<file path="src/sv/arpc_pkg.sv">
// ----------------------------------------------------------------------------
// arpc_pkg
// Shared types and constants of the address resolution cache responder.
// ----------------------------------------------------------------------------
package arpc_pkg;

   localparam int TABLE_DEPTH_DEF = 16;

   localparam int IP_W   = 32;
   localparam int MAC_W  = 48;
   localparam int OP_W   = 16;
   localparam int TAG_W  = 8;
   localparam int KIND_W = 2;

   localparam int REQ_DATA_W = 136;
   localparam int RSP_DATA_W = 96;
   localparam int CSR_IDX_W  = 1;
   localparam int CSR_DATA_W = 48;

   localparam logic [CSR_IDX_W-1:0] CSR_OWN_IP  = 1'b0;
   localparam logic [CSR_IDX_W-1:0] CSR_OWN_MAC = 1'b1;

   localparam logic CMD_RESOLVE = 1'b0;
   localparam logic CMD_FRAME   = 1'b1;

   localparam logic [OP_W-1:0] OP_REQUEST = 16'h00FF;
   localparam logic [OP_W-1:0] OP_REPLY   = 16'hFF00;

   localparam logic [KIND_W-1:0] KIND_ANSWER    = 2'd0;
   localparam logic [KIND_W-1:0] KIND_BROADCAST = 2'd1;
   localparam logic [KIND_W-1:0] KIND_REPLY     = 2'd2;

   localparam logic [MAC_W-1:0] MAC_BROADCAST = {MAC_W{1'b1}};

   typedef struct packed {
      logic [IP_W-1:0]  ip;
      logic [MAC_W-1:0] mac;
      logic             pending;
      logic [TAG_W-1:0] tag;
   } arpc_entry_type;

   typedef enum logic [1:0] {
      ST_IDLE,
      ST_SCAN,
      ST_CHECK,
      ST_FINISH
   } arpc_state_type;

   typedef enum logic [1:0] {
      MODE_RESOLVE,
      MODE_REQUEST,
      MODE_REPLY
   } arpc_mode_type;

endpackage

</file>
<file path="src/sv/arpc_table.sv">
// ----------------------------------------------------------------------------
// arpc_table
// Entry store of the cache: one write port, one read port with registered data.
// ----------------------------------------------------------------------------
module arpc_table #(
   parameter int TABLE_DEPTH = arpc_pkg::TABLE_DEPTH_DEF,
   parameter int IDX_W       = 4
) (
   input  logic                     clock,
   input  logic                     wr_en,
   input  logic [IDX_W-1:0]         wr_addr,
   input  arpc_pkg::arpc_entry_type wr_entry,
   input  logic                     rd_en,
   input  logic [IDX_W-1:0]         rd_addr,
   output arpc_pkg::arpc_entry_type rd_entry
);
   import arpc_pkg::*;

   arpc_entry_type mem_ff [TABLE_DEPTH];
   arpc_entry_type rd_entry_ff;

   always_ff @(posedge clock) begin
      if (wr_en) begin
         mem_ff[wr_addr] <= wr_entry;
      end
   end

   always_ff @(posedge clock) begin
      if (rd_en) begin
         rd_entry_ff <= mem_ff[rd_addr];
      end
   end

   assign rd_entry = rd_entry_ff;

endmodule

</file>
<file path="src/sv/arpc_ctrl.sv">
// ----------------------------------------------------------------------------
// arpc_ctrl
// Sequencer: linear table search with one shared compare, update and result.
// ----------------------------------------------------------------------------
module arpc_ctrl #(
   parameter int TABLE_DEPTH = arpc_pkg::TABLE_DEPTH_DEF,
   parameter int IDX_W       = 4,
   parameter int CNT_W       = 5
) (
   input  logic                              clock,
   input  logic                              reset,
   input  logic                              req_tvalid,
   output logic                              req_tready,
   input  logic [arpc_pkg::REQ_DATA_W-1:0]   req_tdata,
   input  logic                              req_tuser,
   output logic                              rsp_tvalid,
   input  logic                              rsp_tready,
   output logic [arpc_pkg::RSP_DATA_W-1:0]   rsp_tdata,
   output logic [arpc_pkg::KIND_W-1:0]       rsp_tuser,
   input  logic [arpc_pkg::IP_W-1:0]         own_ip,
   output logic                              wr_en,
   output logic [IDX_W-1:0]                  wr_addr,
   output arpc_pkg::arpc_entry_type          wr_entry,
   output logic                              rd_en,
   output logic [IDX_W-1:0]                  rd_addr,
   input  arpc_pkg::arpc_entry_type          rd_entry
);
   import arpc_pkg::*;

   arpc_state_type    state_ff, state_in;
   arpc_mode_type     mode_ff, mode_in;
   logic [CNT_W-1:0]  idx_ff, idx_in;
   logic [CNT_W-1:0]  count_ff, count_in;
   logic              hit_ff, hit_in;

   logic [IP_W-1:0]   qip_ff, sip_ff;
   logic [MAC_W-1:0]  smac_ff;
   logic [TAG_W-1:0]  tag_ff;

   logic              rsp_valid_ff, rsp_valid_in;
   logic [KIND_W-1:0] rsp_kind_ff, rsp_kind_in;
   logic [TAG_W-1:0]  rsp_tag_ff, rsp_tag_in;
   logic [IP_W-1:0]   rsp_ip_ff, rsp_ip_in;
   logic [MAC_W-1:0]  rsp_mac_ff, rsp_mac_in;
   logic              rsp_full_ff, rsp_full_in;

   logic              accept;
   logic              out_load;
   logic              match;
   logic              table_full;
   logic              emit;
   logic [IP_W-1:0]   in_qip, in_sip;
   logic [MAC_W-1:0]  in_smac;
   logic [OP_W-1:0]   in_op;
   logic [TAG_W-1:0]  in_tag;

   assign in_qip  = req_tdata[31:0];
   assign in_sip  = req_tdata[63:32];
   assign in_smac = req_tdata[111:64];
   assign in_op   = req_tdata[127:112];
   assign in_tag  = req_tdata[135:128];

   assign req_tready = (state_ff == ST_IDLE);
   assign accept     = req_tvalid && req_tready;
   assign table_full = (count_ff == CNT_W'(TABLE_DEPTH));

   always_comb begin
      unique case (mode_ff)
         MODE_RESOLVE: match = (rd_entry.ip == qip_ff);
         MODE_REQUEST: match = (rd_entry.ip == sip_ff) && (rd_entry.mac == smac_ff);
         MODE_REPLY:   match = (rd_entry.ip == sip_ff);
         default:      match = 1'b0;
      endcase
   end

   always_comb begin
      state_in    = state_ff;
      mode_in     = mode_ff;
      idx_in      = idx_ff;
      count_in    = count_ff;
      hit_in      = hit_ff;
      rd_en       = 1'b0;
      rd_addr     = idx_ff[IDX_W-1:0];
      wr_en       = 1'b0;
      wr_addr     = idx_ff[IDX_W-1:0];
      wr_entry    = '0;
      emit        = 1'b0;
      out_load    = 1'b0;
      rsp_kind_in = rsp_kind_ff;
      rsp_tag_in  = rsp_tag_ff;
      rsp_ip_in   = rsp_ip_ff;
      rsp_mac_in  = rsp_mac_ff;
      rsp_full_in = rsp_full_ff;

      unique case (state_ff)
         ST_IDLE: begin
            idx_in = '0;
            hit_in = 1'b0;
            if (accept) begin
               priority if (req_tuser == CMD_RESOLVE) begin
                  mode_in  = MODE_RESOLVE;
                  state_in = ST_SCAN;
               end else if (in_op == OP_REQUEST && in_qip == own_ip) begin
                  mode_in  = MODE_REQUEST;
                  state_in = ST_SCAN;
               end else if (in_op == OP_REPLY) begin
                  mode_in  = MODE_REPLY;
                  state_in = ST_SCAN;
               end else begin
                  state_in = ST_IDLE;
               end
            end
         end
         ST_SCAN: begin
            if (idx_ff == count_ff) begin
               state_in = ST_FINISH;
            end else begin
               rd_en    = 1'b1;
               state_in = ST_CHECK;
            end
         end
         ST_CHECK: begin
            if (match) begin
               hit_in   = 1'b1;
               state_in = ST_FINISH;
            end else begin
               idx_in   = idx_ff + CNT_W'(1);
               state_in = ST_SCAN;
            end
         end
         ST_FINISH: begin
            unique case (mode_ff)
               MODE_RESOLVE: begin
                  if (hit_ff) begin
                     emit        = (rd_entry.mac != '0);
                     rsp_kind_in = KIND_ANSWER;
                     rsp_tag_in  = tag_ff;
                     rsp_ip_in   = qip_ff;
                     rsp_mac_in  = rd_entry.mac;
                     rsp_full_in = 1'b0;
                  end else begin
                     emit        = 1'b1;
                     rsp_kind_in = KIND_BROADCAST;
                     rsp_tag_in  = '0;
                     rsp_ip_in   = qip_ff;
                     rsp_mac_in  = MAC_BROADCAST;
                     rsp_full_in = table_full;
                     wr_entry    = '{ip: qip_ff, mac: '0, pending: 1'b1, tag: tag_ff};
                  end
               end
               MODE_REQUEST: begin
                  emit        = 1'b1;
                  rsp_kind_in = KIND_REPLY;
                  rsp_tag_in  = '0;
                  rsp_ip_in   = sip_ff;
                  rsp_mac_in  = smac_ff;
                  rsp_full_in = !hit_ff && table_full;
                  wr_entry    = '{ip: sip_ff, mac: smac_ff, pending: 1'b0, tag: '0};
               end
               MODE_REPLY: begin
                  emit        = hit_ff && rd_entry.pending;
                  rsp_kind_in = KIND_ANSWER;
                  rsp_tag_in  = rd_entry.tag;
                  rsp_ip_in   = sip_ff;
                  rsp_mac_in  = smac_ff;
                  rsp_full_in = 1'b0;
                  wr_entry    = '{ip: sip_ff, mac: smac_ff, pending: 1'b0, tag: rd_entry.tag};
               end
               default: begin
                  emit = 1'b0;
               end
            endcase

            if (!emit || !rsp_valid_ff || rsp_tready) begin
               out_load = emit;
               state_in = ST_IDLE;
               if (mode_ff == MODE_REPLY) begin
                  wr_en = hit_ff;
               end else if (!hit_ff && !table_full) begin
                  wr_en    = 1'b1;
                  count_in = count_ff + CNT_W'(1);
               end
            end
         end
         default: begin
            state_in = ST_IDLE;
         end
      endcase
   end

   always_comb begin
      priority if (out_load) begin
         rsp_valid_in = 1'b1;
      end else if (rsp_tready) begin
         rsp_valid_in = 1'b0;
      end else begin
         rsp_valid_in = rsp_valid_ff;
      end
   end

   always_ff @(posedge clock) begin
      if (reset) begin
         state_ff     <= ST_IDLE;
         mode_ff      <= MODE_RESOLVE;
         idx_ff       <= '0;
         count_ff     <= '0;
         hit_ff       <= 1'b0;
         rsp_valid_ff <= 1'b0;
      end else begin
         state_ff     <= state_in;
         mode_ff      <= mode_in;
         idx_ff       <= idx_in;
         count_ff     <= count_in;
         hit_ff       <= hit_in;
         rsp_valid_ff <= rsp_valid_in;
      end
   end

   always_ff @(posedge clock) begin
      if (accept) begin
         qip_ff  <= in_qip;
         sip_ff  <= in_sip;
         smac_ff <= in_smac;
         tag_ff  <= in_tag;
      end
      if (out_load) begin
         rsp_kind_ff <= rsp_kind_in;
         rsp_tag_ff  <= rsp_tag_in;
         rsp_ip_ff   <= rsp_ip_in;
         rsp_mac_ff  <= rsp_mac_in;
         rsp_full_ff <= rsp_full_in;
      end
   end

   assign rsp_tvalid = rsp_valid_ff;
   assign rsp_tuser  = rsp_kind_ff;
   assign rsp_tdata  = {7'b0, rsp_full_ff, rsp_mac_ff, rsp_ip_ff, rsp_tag_ff};

endmodule

</file>
<file path="src/sv/arp_cache_responder.sv">
// ----------------------------------------------------------------------------
// arp_cache_responder
// Address resolution cache with a responder for client resolves and frames.
// ----------------------------------------------------------------------------
//  channel  dir  beat contents
//  req_     in   tuser: command; tdata: query_ip, peer_ip, peer_mac,
//                op_code, client_tag
//  rsp_     out  tuser: result_kind; tdata: dest_tag, dest_ip, resolved_mac,
//                table_full
//  csr_     in   index 0 own_ip, index 1 own_mac
//
//  An item is searched entry by entry: ST_SCAN reads an entry, ST_CHECK
//  compares it, and a hit or the end of the table leads to ST_FINISH; the
//  search is set by the single table read port and compare.
//  Ignored frames return straight to idle. req_tready is high only when idle.
//  A finished result waits in the output register; the block stalls only if
//  a new result meets a full output register. Reset empties the table.
// ----------------------------------------------------------------------------
module arp_cache_responder #(
   parameter int TABLE_DEPTH = arpc_pkg::TABLE_DEPTH_DEF
) (
   input  logic                              clock,
   input  logic                              reset,
   input  logic                              req_tvalid,
   output logic                              req_tready,
   // query_ip[31:0], peer_ip[63:32], peer_mac[111:64], op_code[127:112],
   // client_tag[135:128]
   input  logic [arpc_pkg::REQ_DATA_W-1:0]   req_tdata,
   // command
   input  logic                              req_tuser,
   output logic                              rsp_tvalid,
   input  logic                              rsp_tready,
   // dest_tag[7:0], dest_ip[39:8], resolved_mac[87:40], table_full[88], zero above
   output logic [arpc_pkg::RSP_DATA_W-1:0]   rsp_tdata,
   // result_kind
   output logic [arpc_pkg::KIND_W-1:0]       rsp_tuser,
   input  logic                              csr_we,
   input  logic [arpc_pkg::CSR_IDX_W-1:0]    csr_index,
   input  logic [arpc_pkg::CSR_DATA_W-1:0]   csr_wdata
);
   import arpc_pkg::*;

   localparam int IDX_W = (TABLE_DEPTH > 1) ? $clog2(TABLE_DEPTH) : 1;
   localparam int CNT_W = $clog2(TABLE_DEPTH + 1);

   logic [IP_W-1:0]  own_ip_ff;
   logic [MAC_W-1:0] own_mac_ff;

   logic             wr_en;
   logic [IDX_W-1:0] wr_addr;
   arpc_entry_type   wr_entry;
   logic             rd_en;
   logic [IDX_W-1:0] rd_addr;
   arpc_entry_type   rd_entry;

   always_ff @(posedge clock) begin
      if (reset) begin
         own_ip_ff  <= '0;
         own_mac_ff <= '0;
      end else if (csr_we) begin
         unique case (csr_index)
            CSR_OWN_IP:  own_ip_ff  <= csr_wdata[IP_W-1:0];
            CSR_OWN_MAC: own_mac_ff <= csr_wdata[MAC_W-1:0];
            default:     own_ip_ff  <= own_ip_ff;
         endcase
      end
   end

   arpc_ctrl #(
      .TABLE_DEPTH (TABLE_DEPTH),
      .IDX_W       (IDX_W),
      .CNT_W       (CNT_W)
   ) u_ctrl (
      .clock      (clock),
      .reset      (reset),
      .req_tvalid (req_tvalid),
      .req_tready (req_tready),
      .req_tdata  (req_tdata),
      .req_tuser  (req_tuser),
      .rsp_tvalid (rsp_tvalid),
      .rsp_tready (rsp_tready),
      .rsp_tdata  (rsp_tdata),
      .rsp_tuser  (rsp_tuser),
      .own_ip     (own_ip_ff),
      .wr_en      (wr_en),
      .wr_addr    (wr_addr),
      .wr_entry   (wr_entry),
      .rd_en      (rd_en),
      .rd_addr    (rd_addr),
      .rd_entry   (rd_entry)
   );

   arpc_table #(
      .TABLE_DEPTH (TABLE_DEPTH),
      .IDX_W       (IDX_W)
   ) u_table (
      .clock    (clock),
      .wr_en    (wr_en),
      .wr_addr  (wr_addr),
      .wr_entry (wr_entry),
      .rd_en    (rd_en),
      .rd_addr  (rd_addr),
      .rd_entry (rd_entry)
   );

endmodule

</file>
<file path="config.mk">
export PLATFORM = sky130hd
export DESIGN_NAME = arp_cache_responder
export DESIGN_NICKNAME = d
export VERILOG_FILES = /design/src/sv/arpc_pkg.sv /design/src/sv/arpc_table.sv /design/src/sv/arpc_ctrl.sv /design/src/sv/arp_cache_responder.sv
export SDC_FILE = /design/constraint.sdc
export NUM_CORES = 2
export LEC_CHECK = 0
export ABC_AREA = 1
export CAP_MARGIN = 20
export CORE_AREA = 2 2 359 361
export CTS_CLUSTER_DIAMETER = 150
export CTS_CLUSTER_SIZE = 40
export DETAILED_ROUTE_END_ITERATION = 12
export DIE_AREA = 0 0 361 363
export DONT_BUFFER_PORTS = 1
export GPL_TIMING_DRIVEN = 0
export PLACE_DENSITY = 0.76
export RECOVER_POWER = 25
export SKIP_LAST_GASP = 1
export SYNTH_ARGS = -nofsm -noshare
export SYNTH_HDL_FRONTEND = slang
export SYNTH_SLANG_ARGS = --single-unit
</file>
<file path="constraint.sdc">
create_clock -name clock -period 14.8 [get_ports clock]
set_clock_uncertainty 0.1 [all_clocks]
set_input_delay 1.48 -clock clock [delete_from_list [all_inputs] [get_ports clock]]
set_output_delay 1.48 -clock clock [all_outputs]
set_load 0.05 [all_outputs]
</file>
======== Word-level counts from Yosys, hierarchy flattened ========
Memories as Yosys holds them, arrays and structs flattened. A register that Yosys moved wholly into a read port is not among the register bits.
Index checks and enable logic that the tools add are counted.
storage, ports and cells
  bits in registers ....................... 259
  latch bits .............................. 0
  bits in writable memories ............... 1424
  ROM bits ................................ 0
  bits of input ports ..................... 191
  output and inout bits ................... 100
  logic and storage cells ................. 110
  memories ................................ 1
memories
  name            words  bits a word  read ports  clocked after memory_dff  wr ports  RTL line          source
  u_table.mem_ff  16     89           1           1                         1         arpc_table.sv:19  arpc_entry_type mem_ff [TABLE_DEPTH];
operators by class
  add/sub/neg operators ................... 2
  $mul .................................... 0
  div/mod/pow operators ................... 0
  $lt $le $gt $ge ......................... 0
  eq/ne operators ......................... 18
  shift-type cells ........................ 0
  mux-type cells .......................... 43
  bitwise logic cells ..................... 2
  reduce and logical (&&, ||, !) cells .... 28
operators by type and width
  kind                  number
  $pmux 89 s3           1
  $mux 89               2
  $eq 32x32->1          3
  $pmux 48 s2           1
  $pmux 32 s2           1
  $eq 48x48->1          1
  $mux 48               1
  $reduce_bool 48->1    1
  $pmux 8 s3            1
  $mux 1                19
  $eq 16x16->1 const B  1
  $eq 16x8->1 const B   1
  $mux 2                8
  $add 5x1->5 const B   2
  $pmux 5 s2            1
  $pmux 1 s3            3
  $reduce_and 3->1      3
  $mux 8                1
  $pmux 2 s4            1
  $reduce_and 2->1      4
  $eq 2x2->1 const B    3
  $logic_and 1x1->1     6
  $pmux 2 s3            1
  $reduce_bool 2->1     3
  15 further kinds      24

======== Longest topological paths before layout ========
  word-level depth ........................ 11
  mapped depth ............................ 17
  gate-level depth less buffers ........... 17

======== Cells and area by module ========
Synthesis repeated with hierarchy kept, for this count alone.
unflattened totals
  cells, all modules ...................... 7248
  area, all modules ....................... 76245.6 um2
modules (own cells, without submodules)
  module               times used  cells each  area each (um2)  sequential area each (um2)
  arpc_table           1           5845        63417.1          45433.6
  arpc_ctrl            1           1194        11442.2          6656.4
  arp_cache_responder  1           209         1386.3           640.6

======== Worst setup path after synthesis ========
Ideal clock, no wire load.
  kind .................................... input to register
  start ................................... in rsp_tready
  end ..................................... mem u_table.mem_ff[10][0] in the netlist's numbering, enable pin
  library setup time ...................... 0.646 ns
  arrival time ............................ 7.811 ns
  required time ........................... 14.054 ns
  path slack .............................. 6.243 ns
  cell stages on the path ................. 4
  path buffers ............................ 0
  path through ............................ nor2_1 > nand3_4 > o21ai_4 > nor3_1
on the way
  word-level cells in the longest chain between the ends .. 5
RTL lines
  item                          RTL line                   source
  start: declaration            arp_cache_responder.sv:32  input logic rsp_tready,
  $logic_or 1x1->1              arpc_ctrl.sv:174           if (!emit || !rsp_valid_ff || rsp_tready) begin
  $mux 1                        arpc_ctrl.sv:174
  $mux 1                        arpc_ctrl.sv:95            unique case (state_ff)
  $mux 1                        arpc_table.sv:23           if (wr_en) begin
  $mux 1 (not written as such)  arpc_table.sv:24           mem_ff[wr_addr] <= wr_entry;
  end: declaration              arpc_table.sv:19
No other way between the ends.

======== Final worst setup path ========
  start ................................... reg u_ctrl.state_ff[1]
  end ..................................... reg u_ctrl.qip_ff[6], enable pin
on the way
  word-level cells in the longest chain between the ends .. 2
RTL lines
  item                      RTL line                   source
  start: declaration        arpc_ctrl.sv:30            arpc_state_type state_ff, state_in;
  start signal: assignment  arpc_ctrl.sv:210           state_ff <= state_in;
  $logic_not 2->1           arpc_ctrl.sv:63            assign req_tready = (state_ff == ST_IDLE);
  named net req_tready      arp_cache_responder.sv:25  output logic req_tready,
  $logic_and 1x1->1         arpc_ctrl.sv:64            assign accept = req_tvalid && req_tready;
  named net u_ctrl.accept   arpc_ctrl.sv:47            logic accept;
  end signal: assignment    arpc_ctrl.sv:221           qip_ff <= in_qip;
  end: declaration          arpc_ctrl.sv:36            logic [IP_W-1:0] qip_ff, sip_ff;
The timed path passes the listed nets, and every way through them passes these cells.
A chain may end at the register's enable or synchronous reset.

==> flow_summary.yaml <==
floorplan:
  rows: 131
  die_w_um: 361
  die_y_um: 363
  dieArea_um2: 131000
  start_util: 0.548
  core_um2: 127000
  io_pins: 291
global_routing:
  antenna_found_initial: 16
  grt-ovfl-total: 0
  grt_pass1_wl_um: 288000
  grt_pass1_vias: 44100
  groute.usage.overall: 0.300
  grt_max_degree: 54
setup_path:
  critical_path_class: "reg -> reg"
  critPathLaunchType: "flop"
  slowest_stage: "clkbuf_1"
  r2r-start: "u_ctrl.state_ff[1]"
  cp.depth: 5
  arrival_ns: 6.77
  cp-end-kind: "flop"
  cpPeakStageDelay_ns: 1.47
  cp_max_fo: 33
  cp-endpoint: "u_ctrl.qip_ff[6]"
  critPathBufInv: 3
  r2r_cells: 5
  cp.required_ns: 15.04
  r2r_end: "u_ctrl.qip_ff[6]"
  cpLargestDelayFamily: "buffers and inverters"
  startpoint: "u_ctrl.state_ff[1]"
  reg2reg_setup_slack_ns: 8.27
  path_cells: "nor2_1, inv_1, nor2_1, clkbuf_1, clkbuf_1"
sta:
  grt_setup_unrepaired: "false"
  drv_slew: 360
  hold_viol: 0
  max-slew-margin-rel: -1.68
  post-route-period-util: 0.441
  worst_slew_pin_slew_ns: 4.02
  setup_ws_ns: 8.27
  setup_viol: 0
  setup_tns_ns: 0
  min_period_ns: 6.53
  fmax_mhz: 153
yosys:
  yosysTopAreaCellShare: 0.744
  synth_cells: 5375
  ys.flop_type: "edfxtp_1"
  async_reset_ff_frac: 0
  ys_seq_area_frac: 0.757
  yosys_warnings: 0
  syn_area_um2: 69600
  avgSynthCellArea_um2: 13.0
  synth_edf_count: 1724
  synth-seq-cells: 1772
  ys_types: 38
  synth.largest_area_cell: "edfxtp_1"
  synthTopCellsByArea: "edfxtp_1 (74%), o21ai_0 (5.6%), nor2_1 (4.9%), o22ai_1 (3.7%), nand2_1 (3.2%)"
layout:
  area_delta_synth_final_pct: 8.84
  n_fill_cell: 9300
  nNetsFinal: 5817
  drive_above_1_share: 0.0546
  seq_area_um2: 52700
  multi_input_area_um2: 14800
pwr:
  p_total_mw: 7.93
  ir_drop_mv: 0.0857
  power.leakage_nw: 22.4
  p_per_area_nw_per_um2: 105
clocking:
  clkSinkCount: 1772
  cts_tree: "yes"
  cts_buffers: 50
  clock-root-buffer: "clkbuf_16"
  ctsHoldBuffers: 0
  worstSkewPairLatency_ns: 0.75
  htree_levels: 2
  cts_setup_buffers: 0
  post_cts_resized: 0
  cts_buffer_depth: 3
  clkTransAtPathRegs_ns: 0.14
route:
  drt-pass1-iter-count: 9
  wl_per_cell_um: 27.7
  route.detailed.drc: 0
  routed_via_density: 6.45
  drtAntennaViolNets: 0
  drt_iter0_drc: 8219
  num_vias: 47200
  routed_wl_um: 203000
place:
  place_congestion: 0.924
  dpl_worst_slack_ns: 10.0
  port_buffers: 0
  hpwl_um: 142000
outcome:
  violations: "capacitance limit, slew limit"
  status: "finished with violations"
min_path:
  worstHoldPathType: "reg -> reg"
job:
  cap_violations: 17
cell usage after synthesis (all sizes together), types with 3 or more instances:
master / count
nand2: 594
or2: 3
nand3: 34
o21ai: 788
a31oi: 3
clkbuf: 242
o22ai: 413
nor4: 12
xnor2: 44
xor2: 40
a21oi: 27
edfxtp: 1724
nand4: 110
inv: 213
buf: 83
a22oi: 40
nor3: 28
ha: 11
dfxtp: 48
nor2: 912
registers in the layout (all words and copies together), names as in the netlist, 32 cells and up:
signal / cells
u_ctrl.smac_ff: 48
u_ctrl.qip_ff: 32
u_ctrl.rsp_mac_ff: 48
u_ctrl.rsp_ip_ff: 32
u_ctrl.sip_ff: 32
own_ip_ff: 32
u_table.mem_ff: 1424
u_table.rd_entry: 89
cell type report:
cell class	count	area share
inverter	214	0.0106
sequential	1772	0.696
buffer	325	0.0173
tap	1662	0.0274
multi-input combinational	3070	0.195
clock buffer	81	0.0183
antenna	15	0.000495
clock inverter	2	0.000512
timing repair buffer	182	0.0340
how the worst min path moves through the flow:
stage,end,start,cells after the start,slack (ns)
6_report,u_ctrl.count_ff[4],u_ctrl.count_ff[4],2,0.41
5_1_grt,u_ctrl.count_ff[4],u_ctrl.count_ff[4],2,0.43
4_1_cts,u_ctrl.count_ff[4],u_ctrl.count_ff[4],2,0.41
3_5_place_dp,u_ctrl.count_ff[4],u_ctrl.count_ff[4],2,0.39
3_3_place_gp,u_ctrl.idx_ff[4],u_ctrl.idx_ff[4],2,0.38
2_1_floorplan,u_ctrl.idx_ff[4],u_ctrl.idx_ff[4],2,0.36
logic make-up after synthesis:
family / count (synthesis) / synth area share
DFF: 1772 / 0.757
and+or+nand+nor: 1695 / 0.0985
AOI/OAI and AO/OA: 1273 / 0.101
buffers and inverters: 539 / 0.0308
xor gates and xnor gates: 84 / 0.0106
adders and majority gates: 11 / 0.00198
other: 1 / 0.0000539
worst register-to-register path: stages (launching register included):
cell      delay, ns
dfxtp_1        0.36
nor2_1         1.30
inv_1          0.47
nor2_1         1.00
clkbuf_1       1.47
clkbuf_1       1.41
per-stage QoR:
step | hold slack, ns | std cells | area (um^2) | utilization
3_3_place_gp | 0.381 | 7043 | 71700 | 0.565
4_1_cts | 0.406 | 7271 | 75700 | 0.596
6_report | 0.415 | 7323 | 75800 | 0.597
3_5_place_dp | 0.387 | 7188 | 74300 | 0.585
2_1_floorplan | 0.361 | 5381 | 69600 | -
5_1_grt | 0.426 | 7316 | 75800 | 0.596
report_power, final:
group	internal, mW	leakage (nW)	total, mW	switching (mW)
combinational	0.0798	7.72	0.354	0.274
sequential	5.48	14.0	5.52	0.0393
clock	0.662	0.680	2.05	1.39
per-layer routing:
metal	up-vias	track usage	routed length, um
met3	606	0.0869	28800
met4	20	0.162	12900
li1	20000	-	-
met1	22900	0.386	69400
met2	3705	0.463	91800
met5	-	0.000726	140
placed cells by master, fill, tap and decap left out, types with 14 or more instances in the layout:
master / count
inv_1: 206
edfxtp_1: 1724
buf_8: 25
buf_2: 47
o22ai_1: 413
xor2_1: 40
a21oi_1: 27
a22oi_1: 40
dfxtp_1: 48
nor3_1: 14
diode_2: 15
buf_6: 56
nand3_1: 33
clkbuf_1: 305
clkbuf_16: 51
nand2_1: 594
buf_4: 51
nand4_1: 110
o21ai_0: 787
xnor2_1: 44
buf_16: 41
nor2_1: 909
Power figures use the tool's default switching activity.
